`src/sv/thermistor_avg_temperature_top_assert.svh`:
```
// Assertion macros used by the thermistor temperature core.
`ifndef THERMISTOR_AVG_TEMPERATURE_TOP_ASSERT_SVH
`define THERMISTOR_AVG_TEMPERATURE_TOP_ASSERT_SVH

// The consequent must hold in the same cycle as the antecedent.
`define TAVG_ASSERT_NOW(lbl, ante, cons, msg) \
  lbl: assert property (@(posedge clk) disable iff (!rst_n) (ante) |-> (cons)) \
    else $error(msg);

// The consequent must hold in the cycle after the antecedent.
`define TAVG_ASSERT_NEXT(lbl, ante, cons, msg) \
  lbl: assert property (@(posedge clk) disable iff (!rst_n) (ante) |=> (cons)) \
    else $error(msg);

`endif

```
`src/sv/tavg_pkg.sv`:
```
// Types and constants shared by the thermistor temperature modules.
`timescale 1ns / 1ps

package tavg_pkg;

  // Field widths
  localparam int CODE_W  = 16;
  localparam int AVG_W   = 24;
  localparam int TC_W    = 16;
  localparam int TF_W    = 17;
  localparam int ST_W    = 2;
  localparam int LSB_W   = 18;
  localparam int SUP_W   = 23;
  localparam int FIX_W   = 20;
  localparam int COEF_W  = 32;

  // Configuration port
  localparam int CFG_IDX_W  = 3;
  localparam int CFG_DATA_W = 32;

  localparam logic [CFG_IDX_W-1:0] REG_LSB    = 3'd0;
  localparam logic [CFG_IDX_W-1:0] REG_SUPPLY = 3'd1;
  localparam logic [CFG_IDX_W-1:0] REG_FIXED  = 3'd2;
  localparam logic [CFG_IDX_W-1:0] REG_COEF_A = 3'd3;
  localparam logic [CFG_IDX_W-1:0] REG_COEF_B = 3'd4;
  localparam logic [CFG_IDX_W-1:0] REG_COEF_C = 3'd5;

  localparam logic [LSB_W-1:0]  RST_LSB    = 18'd31250;
  localparam logic [SUP_W-1:0]  RST_SUPPLY = 23'd3300000;
  localparam logic [FIX_W-1:0]  RST_FIXED  = 20'd2700;
  localparam logic [COEF_W-1:0] RST_COEF_A = 32'd1237290167;
  localparam logic [COEF_W-1:0] RST_COEF_B = 32'd258127500;
  localparam logic [COEF_W-1:0] RST_COEF_C = 32'd94188;

  // Status codes
  localparam logic [ST_W-1:0] ST_VALID = 2'd0;
  localparam logic [ST_W-1:0] ST_RANGE = 2'd1;
  localparam logic [ST_W-1:0] ST_SAT   = 2'd2;

  // Digit-serial multiplier: 40 x 32 bits, four multiplier bits per cycle
  localparam int MUL_AW    = 40;
  localparam int MUL_BW    = 32;
  localparam int MUL_DIG   = 4;
  localparam int MUL_PW    = MUL_AW + MUL_BW;
  localparam int MUL_STEPS = MUL_BW / MUL_DIG;
  localparam int MUL_CNT_W = $clog2(MUL_STEPS + 1);

  // Bit-serial restoring divider
  localparam int DIV_NW    = 56;
  localparam int DIV_DW    = 54;
  localparam int DIV_CNT_W = $clog2(DIV_NW + 1);

  // Datapath widths of the temperature sequence
  localparam int LOG_W   = 24;
  localparam int MANT_W  = 31;
  localparam int EXP_W   = 5;
  localparam int LG_W    = 33;
  localparam int LQM_W   = 23;
  localparam int INNER_W = 37;
  localparam int S_W     = 54;
  localparam int SQ_CNT_W = 5;

  // Constants of the conversion
  localparam logic [MUL_BW-1:0] LN2_Q30      = 32'd744261118;
  localparam logic [AVG_W-1:0]  AVG_MAX      = 24'h7FFFFF;
  localparam logic [AVG_W-1:0]  AVG_MIN      = 24'h800000;
  localparam logic [TC_W-1:0]   KELVIN_CENTI = 16'd27315;
  localparam logic [TC_W-1:0]   TC_LIMIT     = 16'd30000;
  localparam logic [DIV_NW-1:0] CK_LIMIT     = 56'd57315;
  localparam logic [DIV_NW-1:0] CK_NUM       = 56'd100 << 40;
  localparam logic [TF_W-1:0]   TF_OFFSET    = 17'd3200;
  localparam logic [DIV_DW-1:0] TF_DIVISOR   = 54'd5;

  typedef struct packed {
    logic [LSB_W-1:0]  lsb;
    logic [SUP_W-1:0]  supply;
    logic [FIX_W-1:0]  fixed;
    logic [COEF_W-1:0] coef_a;
    logic [COEF_W-1:0] coef_b;
    logic [COEF_W-1:0] coef_c;
  } cfg_t;

  typedef struct packed {
    logic              start;
    logic [MUL_AW-1:0] a;
    logic [MUL_BW-1:0] b;
  } mul_req_t;

  typedef struct packed {
    logic              done;
    logic [MUL_PW-1:0] p;
  } mul_rsp_t;

  typedef struct packed {
    logic              start;
    logic [DIV_NW-1:0] n;
    logic [DIV_DW-1:0] d;
  } div_req_t;

  typedef struct packed {
    logic              done;
    logic [DIV_NW-1:0] q;
  } div_rsp_t;

  typedef struct packed {
    logic                     upd;
    logic signed [CODE_W-1:0] code;
  } ring_req_t;

  typedef struct packed {
    logic             valid;
    logic [AVG_W-1:0] avg;
    logic [TC_W-1:0]  tc;
    logic [TF_W-1:0]  tf;
    logic [ST_W-1:0]  status;
  } res_t;

endpackage

```
`src/sv/tavg_mul.sv`:
```
// Digit-serial unsigned multiplier, one multiplier digit per cycle.
`timescale 1ns / 1ps

module tavg_mul (
  input  logic               clk,
  input  logic               rst_n,
  input  tavg_pkg::mul_req_t req,
  output tavg_pkg::mul_rsp_t rsp
);
  import tavg_pkg::*;

  logic [MUL_AW-1:0]         a_r;
  logic [MUL_BW-1:0]         b_r;
  logic [MUL_PW-1:0]         acc_r, acc_nxt;
  logic [MUL_CNT_W-1:0]      cnt_r;
  logic                      done_r;
  logic [MUL_AW+MUL_DIG-1:0] pp;
  logic [MUL_AW+MUL_DIG-1:0] upper;

  // Add the digit's partial product at the top, then shift right by a digit.
  always_comb begin
    pp      = (MUL_AW+MUL_DIG)'(a_r) * (MUL_AW+MUL_DIG)'(b_r[MUL_DIG-1:0]);
    upper   = (MUL_AW+MUL_DIG)'(acc_r[MUL_PW-1:MUL_BW]) + pp;
    acc_nxt = {upper, acc_r[MUL_BW-1:MUL_DIG]};
  end

  // Operand loading and the step counter
  always_ff @(posedge clk) begin
    if (!rst_n) begin
      cnt_r  <= '0;
      done_r <= 1'b0;
    end else begin
      done_r <= 1'b0;
      if (req.start) begin
        a_r   <= req.a;
        b_r   <= req.b;
        acc_r <= '0;
        cnt_r <= MUL_CNT_W'(MUL_STEPS);
      end else if (cnt_r != '0) begin
        acc_r  <= acc_nxt;
        b_r    <= b_r >> MUL_DIG;
        cnt_r  <= cnt_r - 1'b1;
        done_r <= (cnt_r == MUL_CNT_W'(1));
      end
    end
  end

  assign rsp.done = done_r;
  assign rsp.p    = acc_r;

endmodule

```
`src/sv/tavg_div.sv`:
```
// Bit-serial restoring divider, one quotient bit per cycle.
`timescale 1ns / 1ps

module tavg_div (
  input  logic               clk,
  input  logic               rst_n,
  input  tavg_pkg::div_req_t req,
  output tavg_pkg::div_rsp_t rsp
);
  import tavg_pkg::*;

  logic [DIV_DW-1:0]    d_r;
  logic [DIV_DW-1:0]    rem_r;
  logic [DIV_NW-1:0]    quo_r;
  logic [DIV_CNT_W-1:0] cnt_r;
  logic                 done_r;
  logic [DIV_DW:0]      trial;
  logic [DIV_DW:0]      diff;
  logic                 ge;

  // Bring down the next numerator bit and try the subtraction.
  always_comb begin
    trial = {rem_r, quo_r[DIV_NW-1]};
    diff  = trial - {1'b0, d_r};
    ge    = (trial >= {1'b0, d_r});
  end

  always_ff @(posedge clk) begin
    if (!rst_n) begin
      cnt_r  <= '0;
      done_r <= 1'b0;
    end else begin
      done_r <= 1'b0;
      if (req.start) begin
        d_r   <= req.d;
        rem_r <= '0;
        quo_r <= req.n;
        cnt_r <= DIV_CNT_W'(DIV_NW);
      end else if (cnt_r != '0) begin
        rem_r  <= ge ? diff[DIV_DW-1:0] : trial[DIV_DW-1:0];
        quo_r  <= {quo_r[DIV_NW-2:0], ge};
        cnt_r  <= cnt_r - 1'b1;
        done_r <= (cnt_r == DIV_CNT_W'(1));
      end
    end
  end

  assign rsp.done = done_r;
  assign rsp.q    = quo_r;

endmodule

```
`src/sv/tavg_ring.sv`:
```
// Ring of the most recent ADC codes with its running sum.
`timescale 1ns / 1ps

module tavg_ring #(
  parameter int WINDOW = 30
) (
  input  logic                                          clk,
  input  logic                                          rst_n,
  input  tavg_pkg::ring_req_t                           req,
  output logic signed [tavg_pkg::CODE_W+$clog2(WINDOW)-1:0] sum,
  output logic                                          done
);
  import tavg_pkg::*;

  localparam int SUM_W  = CODE_W + $clog2(WINDOW);
  localparam int SLOT_W = $clog2(WINDOW);

  logic signed [CODE_W-1:0] mem_r [WINDOW];
  logic [WINDOW-1:0]        valid_r;
  logic [SLOT_W-1:0]        slot_r;
  logic signed [CODE_W-1:0] old_r;
  logic signed [CODE_W-1:0] code_r;
  logic                     old_vld_r;
  logic                     step_r;
  logic                     done_r;
  logic signed [SUM_W-1:0]  sum_r;
  logic signed [CODE_W-1:0] old_term;

  // Code store: the old entry is read out as the new one is written.
  always_ff @(posedge clk) begin
    if (req.upd) begin
      mem_r[slot_r] <= req.code;
      old_r         <= mem_r[slot_r];
      code_r        <= req.code;
    end
  end

  // An entry never written since reset counts as zero.
  assign old_term = old_vld_r ? old_r : '0;

  always_ff @(posedge clk) begin
    if (!rst_n) begin
      valid_r   <= '0;
      slot_r    <= '0;
      old_vld_r <= 1'b0;
      step_r    <= 1'b0;
      done_r    <= 1'b0;
      sum_r     <= '0;
    end else begin
      step_r <= req.upd;
      done_r <= step_r;
      if (req.upd) begin
        old_vld_r       <= valid_r[slot_r];
        valid_r[slot_r] <= 1'b1;
        slot_r          <= (slot_r == SLOT_W'(WINDOW - 1)) ? '0 : slot_r + 1'b1;
      end
      if (step_r) begin
        sum_r <= sum_r + SUM_W'(code_r) - SUM_W'(old_term);
      end
    end
  end

  assign sum  = sum_r;
  assign done = done_r;

endmodule

```
`src/sv/tavg_core.sv`:
```
// Sequencer that turns the running sum into voltage and temperatures.
`timescale 1ns / 1ps

module tavg_core #(
  parameter int WINDOW = 30
) (
  input  logic                                              clk,
  input  logic                                              rst_n,
  input  tavg_pkg::cfg_t                                    cfg,
  input  logic                                              start,
  input  logic signed [tavg_pkg::CODE_W-1:0]                code,
  output logic                                              idle,
  output tavg_pkg::ring_req_t                               rreq,
  input  logic signed [tavg_pkg::CODE_W+$clog2(WINDOW)-1:0] ring_sum,
  input  logic                                              ring_done,
  output tavg_pkg::mul_req_t                                mreq,
  input  tavg_pkg::mul_rsp_t                                mrsp,
  output tavg_pkg::div_req_t                                dreq,
  input  tavg_pkg::div_rsp_t                                drsp,
  output tavg_pkg::res_t                                    res,
  input  logic                                              res_take
);
  import tavg_pkg::*;

  localparam int SUM_W = CODE_W + $clog2(WINDOW);
  localparam int VDIV  = 1000 * WINDOW;

  typedef enum logic [4:0] {
    S_IDLE, S_RING, S_VMUL, S_VDIV, S_CHECK, S_LOAD, S_NORM, S_SQ, S_ACC,
    S_LQI, S_LQ, S_L2, S_CL2, S_LI, S_SCHK, S_CK, S_TFI, S_TF, S_DONE
  } state_t;

  state_t                state_r, state_nxt;
  logic                  sgn_r, sgn_nxt;
  logic [AVG_W-1:0]      v_r, v_nxt;
  logic signed [LG_W-1:0] lg_r, lg_nxt;
  logic [LOG_W-1:0]      x_r, x_nxt;
  logic [EXP_W-1:0]      e_r, e_nxt;
  logic [LOG_W-1:0]      frac_r, frac_nxt;
  logic [SQ_CNT_W-1:0]   it_r, it_nxt;
  logic [1:0]            lidx_r, lidx_nxt;
  logic [LQM_W-1:0]      lqmag_r, lqmag_nxt;
  logic                  lqneg_r, lqneg_nxt;
  logic signed [S_W-1:0] s_r, s_nxt;
  logic [TC_W-1:0]       tc_r, tc_nxt;
  logic [TF_W-1:0]       tf_r, tf_nxt;
  logic [ST_W-1:0]       st_r, st_nxt;
  ring_req_t             rreq_r, rreq_nxt;
  mul_req_t              mreq_r, mreq_nxt;
  div_req_t              dreq_r, dreq_nxt;

  // Next-state and datapath logic of the sequence
  always_comb begin
    logic [SUM_W-1:0]   sum_mag;
    logic [DIV_NW-1:0]  q;
    logic [31:0]        sq_t;
    logic [MANT_W-1:0]  m_new;
    logic [EXP_W+LOG_W-1:0] term;
    logic [LG_W-1:0]    lg_mag;
    logic [MUL_PW-1:0]  pm1;
    logic               lq_neg;
    logic [LQM_W-1:0]   lq_sh;
    logic [LQM_W-1:0]   lq_mag;
    logic [56:0]        inner_sum;
    logic [INNER_W-1:0] inner;
    logic               li_neg;
    logic [S_W-1:0]     li_sh;
    logic [TC_W-1:0]    tc_mag;
    logic [DIV_NW-1:0]  tf_num;
    logic [TF_W-1:0]    tf_q;

    sum_mag   = ring_sum[SUM_W-1] ? (~ring_sum + 1'b1) : ring_sum;
    q         = drsp.q;
    sq_t      = mrsp.p[61:30];
    m_new     = sq_t[31] ? sq_t[31:1] : sq_t[30:0];
    term      = {e_r, frac_r};
    lg_mag    = lg_r[LG_W-1] ? (~lg_r + 1'b1) : lg_r;
    pm1       = mrsp.p - 1'b1;
    lq_neg    = lg_r[LG_W-1] && (mrsp.p != '0);
    lq_sh     = lq_neg ? pm1[38+LQM_W-1:38] : mrsp.p[38+LQM_W-1:38];
    lq_mag    = lq_neg ? lq_sh + 1'b1 : lq_sh;
    inner_sum = 57'(cfg.coef_b) + 57'(mrsp.p[MUL_PW-1:16]);
    inner     = inner_sum[8+INNER_W-1:8];
    li_neg    = lqneg_r && (mrsp.p != '0);
    li_sh     = li_neg ? pm1[8+S_W-1:8] : mrsp.p[8+S_W-1:8];
    tc_mag    = tc_r[TC_W-1] ? (~tc_r + 1'b1) : tc_r;
    tf_num    = (DIV_NW'(tc_mag) << 3) + DIV_NW'(tc_mag) + DIV_NW'(2);
    tf_q      = TF_W'(q[TC_W-1:0]);

    state_nxt = state_r;
    sgn_nxt   = sgn_r;
    v_nxt     = v_r;
    lg_nxt    = lg_r;
    x_nxt     = x_r;
    e_nxt     = e_r;
    frac_nxt  = frac_r;
    it_nxt    = it_r;
    lidx_nxt  = lidx_r;
    lqmag_nxt = lqmag_r;
    lqneg_nxt = lqneg_r;
    s_nxt     = s_r;
    tc_nxt    = tc_r;
    tf_nxt    = tf_r;
    st_nxt    = st_r;
    rreq_nxt       = rreq_r;
    rreq_nxt.upd   = 1'b0;
    mreq_nxt       = mreq_r;
    mreq_nxt.start = 1'b0;
    dreq_nxt       = dreq_r;
    dreq_nxt.start = 1'b0;

    case (state_r)
      S_IDLE: begin
        if (start) begin
          rreq_nxt  = '{upd: 1'b1, code: code};
          state_nxt = S_RING;
        end
      end
      // Scale the magnitude of the sum by the ADC step.
      S_RING: begin
        if (ring_done) begin
          sgn_nxt   = ring_sum[SUM_W-1];
          mreq_nxt  = '{start: 1'b1, a: MUL_AW'(sum_mag), b: MUL_BW'(cfg.lsb)};
          state_nxt = S_VMUL;
        end
      end
      S_VMUL: begin
        if (mrsp.done) begin
          dreq_nxt  = '{start: 1'b1, n: mrsp.p[DIV_NW-1:0], d: DIV_DW'(VDIV)};
          state_nxt = S_VDIV;
        end
      end
      // Apply the sign, truncating toward zero, and saturate.
      S_VDIV: begin
        if (drsp.done) begin
          if (!sgn_r) begin
            v_nxt = (q > DIV_NW'(AVG_MAX)) ? AVG_MAX : q[AVG_W-1:0];
          end else begin
            v_nxt = (q > DIV_NW'(AVG_MIN)) ? AVG_MIN : (~q[AVG_W-1:0] + 1'b1);
          end
          state_nxt = S_CHECK;
        end
      end
      // The divider relation needs 0 < v < supply and a nonzero resistor.
      S_CHECK: begin
        if (v_r[AVG_W-1] || v_r == '0 || v_r >= AVG_W'(cfg.supply) ||
            cfg.fixed == '0) begin
          tc_nxt    = '0;
          tf_nxt    = '0;
          st_nxt    = ST_RANGE;
          state_nxt = S_DONE;
        end else begin
          lg_nxt    = '0;
          lidx_nxt  = '0;
          st_nxt    = ST_VALID;
          state_nxt = S_LOAD;
        end
      end
      // Pick the operand of the next log2 term.
      S_LOAD: begin
        case (lidx_r)
          2'd0:    x_nxt = LOG_W'(cfg.fixed);
          2'd1:    x_nxt = LOG_W'(cfg.supply - v_r[SUP_W-1:0]);
          default: x_nxt = v_r;
        endcase
        e_nxt     = EXP_W'(LOG_W - 1);
        state_nxt = S_NORM;
      end
      // Shift left one place a cycle until the top bit is set.
      S_NORM: begin
        if (x_r[LOG_W-1]) begin
          frac_nxt  = '0;
          it_nxt    = SQ_CNT_W'(LOG_W);
          mreq_nxt  = '{start: 1'b1, a: MUL_AW'({x_r, 7'b0}), b: MUL_BW'({x_r, 7'b0})};
          state_nxt = S_SQ;
        end else begin
          x_nxt = x_r << 1;
          e_nxt = e_r - 1'b1;
        end
      end
      // Each squaring of the mantissa yields one fraction bit.
      S_SQ: begin
        if (mrsp.done) begin
          frac_nxt = {frac_r[LOG_W-2:0], sq_t[31]};
          it_nxt   = it_r - 1'b1;
          if (it_r == SQ_CNT_W'(1)) begin
            state_nxt = S_ACC;
          end else begin
            mreq_nxt = '{start: 1'b1, a: MUL_AW'(m_new), b: MUL_BW'(m_new)};
          end
        end
      end
      // ln R = ln fixed + ln(supply - v) - ln v, all in log2 for now.
      S_ACC: begin
        if (lidx_r == 2'd2) begin
          lg_nxt    = lg_r - LG_W'(term);
          state_nxt = S_LQI;
        end else begin
          lg_nxt    = lg_r + LG_W'(term);
          lidx_nxt  = lidx_r + 1'b1;
          state_nxt = S_LOAD;
        end
      end
      S_LQI: begin
        mreq_nxt  = '{start: 1'b1, a: MUL_AW'(lg_mag), b: LN2_Q30};
        state_nxt = S_LQ;
      end
      // Convert to natural log in Q16, rounding toward minus infinity.
      S_LQ: begin
        if (mrsp.done) begin
          lqneg_nxt = lq_neg;
          lqmag_nxt = lq_mag;
          mreq_nxt  = '{start: 1'b1, a: MUL_AW'(lq_mag), b: MUL_BW'(lq_mag)};
          state_nxt = S_L2;
        end
      end
      S_L2: begin
        if (mrsp.done) begin
          mreq_nxt  = '{start: 1'b1, a: mrsp.p[16+MUL_AW-1:16], b: cfg.coef_c};
          state_nxt = S_CL2;
        end
      end
      S_CL2: begin
        if (mrsp.done) begin
          mreq_nxt  = '{start: 1'b1, a: MUL_AW'(inner), b: MUL_BW'(lqmag_r)};
          state_nxt = S_LI;
        end
      end
      // Inverse temperature in Q40.
      S_LI: begin
        if (mrsp.done) begin
          s_nxt     = S_W'(cfg.coef_a) + (li_neg ? ~li_sh : li_sh);
          state_nxt = S_SCHK;
        end
      end
      // A nonpositive cubic reads as unbounded hot.
      S_SCHK: begin
        if (s_r[S_W-1] || s_r == '0) begin
          tc_nxt    = TC_LIMIT;
          st_nxt    = ST_SAT;
          state_nxt = S_TFI;
        end else begin
          dreq_nxt  = '{start: 1'b1, n: CK_NUM + DIV_NW'(s_r[S_W-1:1]),
                        d: DIV_DW'(s_r)};
          state_nxt = S_CK;
        end
      end
      // Centi-Kelvin to centi-Celsius, clamped at the hot end.
      S_CK: begin
        if (drsp.done) begin
          if (q > CK_LIMIT) begin
            tc_nxt = TC_LIMIT;
            st_nxt = ST_SAT;
          end else begin
            tc_nxt = q[TC_W-1:0] - KELVIN_CENTI;
          end
          state_nxt = S_TFI;
        end
      end
      S_TFI: begin
        dreq_nxt  = '{start: 1'b1, n: tf_num, d: TF_DIVISOR};
        state_nxt = S_TF;
      end
      // Fahrenheit rounds half away from zero.
      S_TF: begin
        if (drsp.done) begin
          tf_nxt    = tc_r[TC_W-1] ? (TF_OFFSET - tf_q) : (TF_OFFSET + tf_q);
          state_nxt = S_DONE;
        end
      end
      S_DONE: begin
        if (res_take) begin
          state_nxt = S_IDLE;
        end
      end
      default: state_nxt = S_IDLE;
    endcase
  end

  // State and registered outputs
  always_ff @(posedge clk) begin
    if (!rst_n) begin
      state_r      <= S_IDLE;
      rreq_r.upd   <= 1'b0;
      mreq_r.start <= 1'b0;
      dreq_r.start <= 1'b0;
    end else begin
      state_r <= state_nxt;
      sgn_r   <= sgn_nxt;
      v_r     <= v_nxt;
      lg_r    <= lg_nxt;
      x_r     <= x_nxt;
      e_r     <= e_nxt;
      frac_r  <= frac_nxt;
      it_r    <= it_nxt;
      lidx_r  <= lidx_nxt;
      lqmag_r <= lqmag_nxt;
      lqneg_r <= lqneg_nxt;
      s_r     <= s_nxt;
      tc_r    <= tc_nxt;
      tf_r    <= tf_nxt;
      st_r    <= st_nxt;
      rreq_r  <= rreq_nxt;
      mreq_r  <= mreq_nxt;
      dreq_r  <= dreq_nxt;
    end
  end

  assign idle       = (state_r == S_IDLE);
  assign rreq       = rreq_r;
  assign mreq       = mreq_r;
  assign dreq       = dreq_r;
  assign res.valid  = (state_r == S_DONE);
  assign res.avg    = v_r;
  assign res.tc     = tc_r;
  assign res.tf     = tf_r;
  assign res.status = st_r;

  `include "thermistor_avg_temperature_top_assert.svh"

  // A product may only come back while the sequence waits for one.
  `TAVG_ASSERT_NOW(a_mul_done_expected, mrsp.done, state_r == S_VMUL || state_r == S_SQ || state_r == S_LQ || state_r == S_L2 || state_r == S_CL2 || state_r == S_LI, "multiplier result arrived in a state that does not wait for it")
  // A quotient may only come back while the sequence waits for one.
  `TAVG_ASSERT_NOW(a_div_done_expected, drsp.done, state_r == S_VDIV || state_r == S_CK || state_r == S_TF, "divider result arrived in a state that does not wait for it")
  // A finished result stays until the output side takes it.
  `TAVG_ASSERT_NEXT(a_result_held, state_r == S_DONE && !res_take, state_r == S_DONE, "pending result was dropped")
  // An invalid divider voltage reports both temperatures as zero.
  `TAVG_ASSERT_NOW(a_range_zero, state_r == S_DONE && st_r == ST_RANGE, tc_r == '0 && tf_r == '0, "temperatures not cleared for an invalid voltage")

endmodule

```
`src/sv/thermistor_avg_temperature_top.sv`:
```
// Top level of the thermistor moving-average temperature block.
//
//  Port group  Direction  Beat contents (lowest bits first)
//  in_*        input      tdata: sample_code[15:0]
//  out_*       output     tdata: avg_microvolts, temp_c_centi, temp_f_centi; tuser: status
//  cfg_*       input      write enable, register index, write data
//
// From acceptance to the output register, a sample whose divider voltage is out of range
// skips the logarithm and all later steps; a sample with a nonpositive cubic skips the
// centi-Kelvin division. Otherwise the time is set by the 72 mantissa squarings of the
// three log2 terms in the 4-bit serial multiplier, the normalising shifts, and three
// 56-step passes through the bit-serial divider; a nonpositive cubic needs two of them.
// Reset clears the code ring at once through per-entry valid bits.
// A new sample is taken once the previous result has moved to the output register.
`timescale 1ns / 1ps

module thermistor_avg_temperature_top #(
  parameter int WINDOW = 30
) (
  input  logic        clk,
  input  logic        rst_n,
  input  logic        in_tvalid,
  output logic        in_tready,
  input  logic [15:0] in_tdata,   // sample_code[15:0]
  output logic        out_tvalid,
  input  logic        out_tready,
  output logic [63:0] out_tdata,  // avg_microvolts[23:0], temp_c_centi[39:24],
                                  // temp_f_centi[56:40], zero[63:57]
  output logic [1:0]  out_tuser,  // status[1:0]
  input  logic        cfg_we,
  input  logic [2:0]  cfg_index,
  input  logic [31:0] cfg_wdata
);
  import tavg_pkg::*;

  localparam int SUM_W = CODE_W + $clog2(WINDOW);

  cfg_t                    cfg_r;
  ring_req_t               rreq;
  logic signed [SUM_W-1:0] ring_sum;
  logic                    ring_done;
  mul_req_t                mreq;
  mul_rsp_t                mrsp;
  div_req_t                dreq;
  div_rsp_t                drsp;
  res_t                    res;
  logic                    core_idle;
  logic                    res_take;
  logic                    out_tvalid_r;
  logic [63:0]             out_tdata_r;
  logic [1:0]              out_tuser_r;

  // Configuration registers
  always_ff @(posedge clk) begin
    if (!rst_n) begin
      cfg_r.lsb    <= RST_LSB;
      cfg_r.supply <= RST_SUPPLY;
      cfg_r.fixed  <= RST_FIXED;
      cfg_r.coef_a <= RST_COEF_A;
      cfg_r.coef_b <= RST_COEF_B;
      cfg_r.coef_c <= RST_COEF_C;
    end else if (cfg_we) begin
      case (cfg_index)
        REG_LSB:    cfg_r.lsb    <= cfg_wdata[LSB_W-1:0];
        REG_SUPPLY: cfg_r.supply <= cfg_wdata[SUP_W-1:0];
        REG_FIXED:  cfg_r.fixed  <= cfg_wdata[FIX_W-1:0];
        REG_COEF_A: cfg_r.coef_a <= cfg_wdata[COEF_W-1:0];
        REG_COEF_B: cfg_r.coef_b <= cfg_wdata[COEF_W-1:0];
        REG_COEF_C: cfg_r.coef_c <= cfg_wdata[COEF_W-1:0];
        default:    ;
      endcase
    end
  end

  assign in_tready = core_idle;

  tavg_ring #(.WINDOW(WINDOW)) u_ring (
    .clk   (clk),
    .rst_n (rst_n),
    .req   (rreq),
    .sum   (ring_sum),
    .done  (ring_done)
  );

  tavg_mul u_mul (
    .clk   (clk),
    .rst_n (rst_n),
    .req   (mreq),
    .rsp   (mrsp)
  );

  tavg_div u_div (
    .clk   (clk),
    .rst_n (rst_n),
    .req   (dreq),
    .rsp   (drsp)
  );

  tavg_core #(.WINDOW(WINDOW)) u_core (
    .clk       (clk),
    .rst_n     (rst_n),
    .cfg       (cfg_r),
    .start     (in_tvalid & in_tready),
    .code      (signed'(in_tdata)),
    .idle      (core_idle),
    .rreq      (rreq),
    .ring_sum  (ring_sum),
    .ring_done (ring_done),
    .mreq      (mreq),
    .mrsp      (mrsp),
    .dreq      (dreq),
    .drsp      (drsp),
    .res       (res),
    .res_take  (res_take)
  );

  // Output register: a finished beat moves in when the slot is free or leaving.
  assign res_take = res.valid && (!out_tvalid_r || out_tready);

  always_ff @(posedge clk) begin
    if (!rst_n) begin
      out_tvalid_r <= 1'b0;
    end else begin
      if (res_take) begin
        out_tvalid_r <= 1'b1;
        out_tdata_r  <= {7'b0, res.tf, res.tc, res.avg};
        out_tuser_r  <= res.status;
      end else if (out_tready) begin
        out_tvalid_r <= 1'b0;
      end
    end
  end

  assign out_tvalid = out_tvalid_r;
  assign out_tdata  = out_tdata_r;
  assign out_tuser  = out_tuser_r;

endmodule
```
`config.mk`:
```
export PLATFORM = sky130hd
export DESIGN_NAME = thermistor_avg_temperature_top
export DESIGN_NICKNAME = d
export VERILOG_FILES = /design/src/sv/tavg_pkg.sv /design/src/sv/tavg_mul.sv /design/src/sv/tavg_div.sv /design/src/sv/tavg_ring.sv /design/src/sv/tavg_core.sv /design/src/sv/thermistor_avg_temperature_top.sv
export VERILOG_INCLUDE_DIRS = /design/src /design/src/sv
export SDC_FILE = /design/constraint.sdc
export NUM_CORES = 2
export LEC_CHECK = 0
export ABC_AREA = 1
export BUFFER_PORTS_ARGS = -buffer_cell sky130_fd_sc_hd__buf_2
export CAP_MARGIN = 20
export CORE_UTILIZATION = 62
export CTS_BUF_LIST = sky130_fd_sc_hd__clkbuf_4
export DETAILED_ROUTE_END_ITERATION = 6
export GPL_ROUTABILITY_DRIVEN = 1
export HOLD_SLACK_MARGIN = 0.12
export PLACE_DENSITY_LB_ADDON = 0.1
export SLEW_MARGIN = 20
export SYNTH_ARGS = -nofsm -noshare
export SYNTH_HDL_FRONTEND = slang
export SYNTH_SLANG_ARGS = --single-unit
```
`constraint.sdc`:
```
create_clock -name clk -period 10.5 [get_ports clk]
set_input_delay 2.1 -clock clk [delete_from_list [all_inputs] [get_ports clk]]
set_output_delay 2.1 -clock clk [all_outputs]
set_load 0.02 [all_outputs]
```
# [Word-level counts from Yosys, hierarchy flattened]
# Memory sizes are Yosys's and may differ from the RTL's. A register that Yosys moved wholly into a read port is not among the register bits.
# Cells that the tools add are included.
# Widths: inputs -> output; s select.
[totals] ff_bits=1049 ram_bits=480 input_bits=56 n_memories=1
[memory_table] name="u_ring.mem_r" depth=30 width=16 rd=1 rd_ports_with_merged_regs=1 write_ports=1 line_no="tavg_ring.sv:18" rtl="logic signed [CODE_W-1:0] mem_r [WINDOW];"
[classes] addsub=27 muxes=93 bitwise=10 eq_ne=51 reduce_logical=61 mul=1 n_lt_le_gt_ge=7
[op_table] cell="$mux 73" count=7
[op_table] cell="$pmux 73 s7" count=1
[op_table] cell="$pmux 111 s3" count=1
[op_table] cell="$mux 111" count=2
[op_table] cell="$mux 54" count=4
[op_table] cell="$mux 24" count=6
[op_table] cell="$pmux 24 s2" count=3
[op_table] cell="$mux 56" count=2
[op_table] cell="$mux 5" count=20
[op_table] cell="$mux 33" count=3
[op_table] cell="$mux 16" count=6
[op_table] cell="$pmux 5 s19" count=1
[op_table] cell="$mux 72" count=1
[op_table] cell="$reduce_bool 72->1" count=1
[op_table] cell="$mux 17" count=4
[op_table] cell="$pmux 33 s2" count=1
[op_table] cell="$mux 32" count=2
[op_table] cell="$sub 62x1->62 const B" count=1
[op_table] cell="$add 56x2->56 const B" count=1
[op_table] cell="$gt 56x16->1 const B" count=1
[op_table] cell="$gt 56x23->1 const B" count=1
[op_table] cell="$gt 56x24->1 const B" count=1
[op_table] cell="$ge 55x54->1" count=1
[op_table] cell="$add 32x54->54" count=1
[op_table] cell="other kinds (85)" count=178

# [Depth between registers and ports, before layout]
[depth] ltp_word=7 ltp_mapped=33 mapped_depth_nobuf=30

# [By module]
# A second synthesis with hierarchy kept.
[unflattened] cells_unflattened=11023 hier_area_um2=91037.3
[modules_own_cells] module="tavg_core" instances=1 area_each_um2=33995.1 cells_per_inst=4506 seq_area_each_um2=13042.5
[modules_own_cells] module="tavg_ring" instances=1 area_each_um2=23986.8 cells_per_inst=2117 seq_area_each_um2=16555.9
[modules_own_cells] module="tavg_mul" instances=1 area_each_um2=13160.1 cells_per_inst=1721 seq_area_each_um2=4424.2
[modules_own_cells] module="tavg_div" instances=1 area_each_um2=12036.5 cells_per_inst=1772 seq_area_each_um2=5064.9
[modules_own_cells] module="thermistor_avg_temperature_top" instances=1 area_each_um2=7858.8 cells_per_inst=907 seq_area_each_um2=4934.7

# [Worst setup path before layout]
# Ideal clock, no wire load.
[synth_path] kind="in2reg" start="input rst_n" end="register u_core.dreq_r, in the netlist u_core.dreq[0], enable pin" slack_ns=1.650 t_arrival_ns=8.206 required_ns=9.856 n_path_buf=2 cell_stages=4 setup_ns=0.644 path_cell_list="clkbuf_1 > inv_2 > clkbuf_1 > a31oi_1"
[synth_between] elab_chain_len=1
[synth_rtl] item="start, declared" line_no="thermistor_avg_temperature_top.sv:21" rtl="input logic rst_n,"
[synth_rtl] item="$reduce_and 4->1 (no source line)"
[synth_rtl] item="end signal, assigned" line_no="tavg_core.sv:305" rtl="dreq_r <= dreq_nxt;"
[synth_rtl] item="end, declared" line_no="tavg_core.sv:50" rtl="div_req_t dreq_r, dreq_nxt;"
# Every way passes these cells.
# A chain may end at the register's enable or synchronous reset.

# [Worst setup path in the final report]
[layout_path] start="register u_mul.acc_r[61]" end="register u_core.s_r[51], data pin"
[layout_between] elab_chain_len=6
[layout_rtl] item="start, declared" line_no="tavg_mul.sv:14" rtl="logic [MUL_PW-1:0] acc_r, acc_nxt;"
[layout_rtl] item="start signal, assigned" line_no="tavg_mul.sv:40" rtl="acc_r <= acc_nxt;"
[layout_rtl] item="$reduce_bool 72->1 (*)" line_no="tavg_core.sv:84" rtl="li_neg = lqneg_r && (mrsp.p != '0);"
[layout_rtl] item="$logic_and 1x1->1 (*)" line_no="tavg_core.sv:84"
[layout_rtl] item="$mux 54" line_no="tavg_core.sv:85" rtl="li_sh = li_neg ? pm1[8+S_W-1:8] : mrsp.p[8+S_W-1:8];"
[layout_rtl] item="$not 54->54" line_no="tavg_core.sv:232" rtl="s_nxt = S_W'(cfg.coef_a) + (li_neg ? ~li_sh : li_sh);"
[layout_rtl] item="$mux 54 (*)" line_no="tavg_core.sv:232"
[layout_rtl] item="$add 32x54->54 (*)" line_no="tavg_core.sv:232"
[layout_rtl] item="end signal, assigned" line_no="tavg_core.sv:299" rtl="s_r <= s_nxt;"
[layout_rtl] item="end, declared" line_no="tavg_core.sv:44" rtl="logic signed [S_W-1:0] s_r, s_nxt;"
# Mark *: on every way between the ends. The rest lies on a longest branch, timed or not.

==> results.cfg <==
[outcome]
outcome = finished, violations left
violations = design-rule violations

[power]
max-vdd-ir-drop_uv = 334
leakagePower_nw = 39.3
powerDensity_nw_per_um2 = 251
power.total_mw = 23.6

[yosys]
synth_ff_type = edfxtp_1
yosysWarnings = 0
netlist_instances = 9568
ys_ff_latch = 1545
synth.distinct_cells = 82
syn_avg_cell_area_um2 = 9.01
synthArstFlopShare_pct = 0
synth_edf_count = 1308
netlist_area_um2 = 86200
synth.yosys.seq_area_share_pct = 51.0

[cts]
cts_resized = 0
clk_latency_ns = 1.43
tritoncts = yes
ctsHoldBuffers = 0
cts_setup_buffers = 0
ctsLongestPathBuffers = 4
clkSlewWorstSetupHoldPaths_ns = 0.07
cts.sinks = 1545
root_buffer = clkbuf_4
cts_htree_levels = 5
numCtsBuffers = 404

[placement]
portBuffers = 116
routabilityCongestion = 1.06
dp_hpwl_um = 217000
placedCellCount = 11281

[detailed_routing]
drc = 1
wl_um = 298000
drtIter0Drc = 9859
wl_per_cell_um = 24.8
vias_per_cell = 6.21
dr.pass1.iters = 7
vias = 74573
ant_nets = 0

[timing]
setup_tns_ns = 0
period_minus_slack_ns = 5.38
finalCritPeriodShare_pct = 51.2
maxSlewHeadroom_pct = 9.55
worst_pin_slew_ns = 1.36
final_max_slew_viol_count = 0
hold_viol = 0
rsz0062_at_grt = false
max_freq_mhz = 186
clock_skew_ns = 0.172
finalSetupViolations = 0
hold-worst-slack_ns = 0.390

[grt]
grt_first_pass_wirelength_um = 437000
track_usage_pct = 41.7
grt_max_degree = 159
antenna_found_initial = 21
grt_overflow = 0
grt_pass1_vias = 70894

[worst_setup_path]
crit_buf_inv = 3
crit_type = flop to flop
cp.arrival_ns = 6.43
path_max_fanout = 54
end_kind = flop
critPathTopFamily = simple AND/OR/NAND/NOR gates
slowest_delay_ns = 0.50
cp-start-kind = flop
cp.required_ns = 11.55
reg2reg_slack_ns = 5.12
worst_path_most_repeated_cell = nand2_1
critPathSlowestCell = buf_4

[floorplanning]
start_util_pct = 62.7
core-area_um2 = 138000
die_height_um = 375
rows = 136
die_w_um = 375
die-area_um2 = 141000
io_pins = 124

[final_layout]
seqCellArea_um2 = 44000
fin_util_pct = 68.3
num-nets-final = 10404
fillers = 10766
areaGrowthSynthToFinish_pct = 8.99
multiInputGateArea_um2 = 36400
instances_no_fill = 12017
drive_gt1_share_pct = 10.4

[min_path]
hold_path_class = flop to flop

[job]
maxCapViolations = 0
path summary, 6_finish.rpt:
| kind | startpoint | to | cells after the start |
|---|---|---|---|
| setup / recovery | u_mul.acc_r[61] | u_core.s_r[51] | 25 |
| setup reg to reg | u_mul.acc_r[61] | u_core.s_r[51] | 25 |
| hold / removal | u_core.mreq[70] | u_mul.a_r[38] | 0 |
| hold reg to reg | u_core.mreq[70] | u_mul.a_r[38] | 0 |
cells in the mapped netlist (12+ instances only):
cell type	n	area [µm²]
nand2_1	1692	6350
edfxtp_1	1308	39300
nor2_1	1261	4730
inv_1	1202	4510
o21ai_0	820	4100
a21oi_1	639	3200
nand3_1	318	1590
ha_1	308	3850
clkbuf_1	278	1040
dfxtp_1	237	4740
xor2_1	174	1520
o22ai_1	161	1010
fa_1	140	2800
nor3_1	87	435
nand4_1	79	494
a31oi_1	71	444
xnor2_1	66	578
o21a_1	62	465
o211ai_1	53	398
nor4_1	52	325
o221ai_1	50	438
a221oi_1	35	307
nor2_2	31	194
o21bai_1	29	218
a22o_1	28	245
a21o_1	26	195
a22oi_1	25	188
o21ai_1	24	120
nand2_2	23	144
buf_1	20	75.1
buf_2	19	95.1
or2_2	19	119
o21ai_2	18	158
o31ai_1	18	135
a21boi_0	15	113
nor2_4	15	169
o32ai_1	15	131
inv_2	12	45.0
power breakdown:
part,switching [mW],internal (mW),total (mW)
clock network,2.58,2.58,5.16
logic,7.16,3.18,10.3
registers,0.493,7.63,8.12
cell families (layout without fill, tap and decap cells):
family | Yosys count | count (layout) | share of synthesized area, %
flip-flops | 1545 | 1545 | 51.0
AO/OA/AOI/OAI | 2145 | 2145 | 14.4
XOR/XNOR | 240 | 240 | 2.44
AND/OR/NAND/NOR | 3626 | 3626 | 17.4
other | 1 | 27 | 0.00435
adder cells (fa/ha/maj) | 448 | 448 | 7.72
buffers and inverters | 1563 | 2192 | 7.02
cell usage in the layout, fill, tap and decap left out, types with 66 or more instances in the layout:
master and count:
dfxtp_1 232, inv_1 1197, xor2_1 174, fa_1 140
o22ai_1 161, clkbuf_4 578, ha_1 308, a31oi_1 69
nand2_1 1691, nand3_1 317, edfxtp_1 1308, xnor2_1 66
buf_2 117, nand4_1 79, nor3_1 81, a21oi_1 637
buf_4 130, clkinv_1 103, o21ai_0 820, nor2_1 1248
state kept, by name (all words and copies together), names as in the netlist, 40 cells and up:
register and cells:
cfg_r 157, u_core.mreq 73, u_mul.acc_r 72, u_core.s_r 54
u_ring.mem_r 480, u_div.quo_r 56, u_core.dreq 111, u_div.d_r 54
u_div.rem_r 54, u_mul.a_r 40, out_tdata 57
worst reg2reg max path, delay by kind of cell, from the launching register on:
family | cells | cell delay, ns
and+or+nand+nor | 15 | 1.92
buffers and inverters | 3 | 0.96
adders and majority gates | 1 | 0.37
DFF | 1 | 0.34
AOI/OAI and AO/OA | 5 | 1.33
xor gates and xnor gates | 1 | 0.19
final cells by class:
cell class,count,area share [%]
clock inverters,132,0.643
repair buffers,257,1.85
well taps,1794,2.39
flip-flops and latches,1545,46.8
diodes,19,0.0506
clock buffers,578,4.62
inverters,1225,4.90
multi-input cells,6467,38.7
through the flow:
step                      worst slack (ns)  instance area [µm²]
after floorplan                       1.65                86300
after global placement                5.35                88800
after detailed placement              5.32                88900
after CTS                             5.23                93800
after global routing                  4.77                94000
final                                 5.12                94000
layer usage:
metal	global-route usage [%]	vias to the layer above	share of wire, %
li1	-	33586	-
met3	10.2	1007	11
met4	24.2	28	6.4
met5	0	-	0.059
met1	53.9	35185	38
met2	63.9	4767	45
Power figures use the tool's default switching activity.
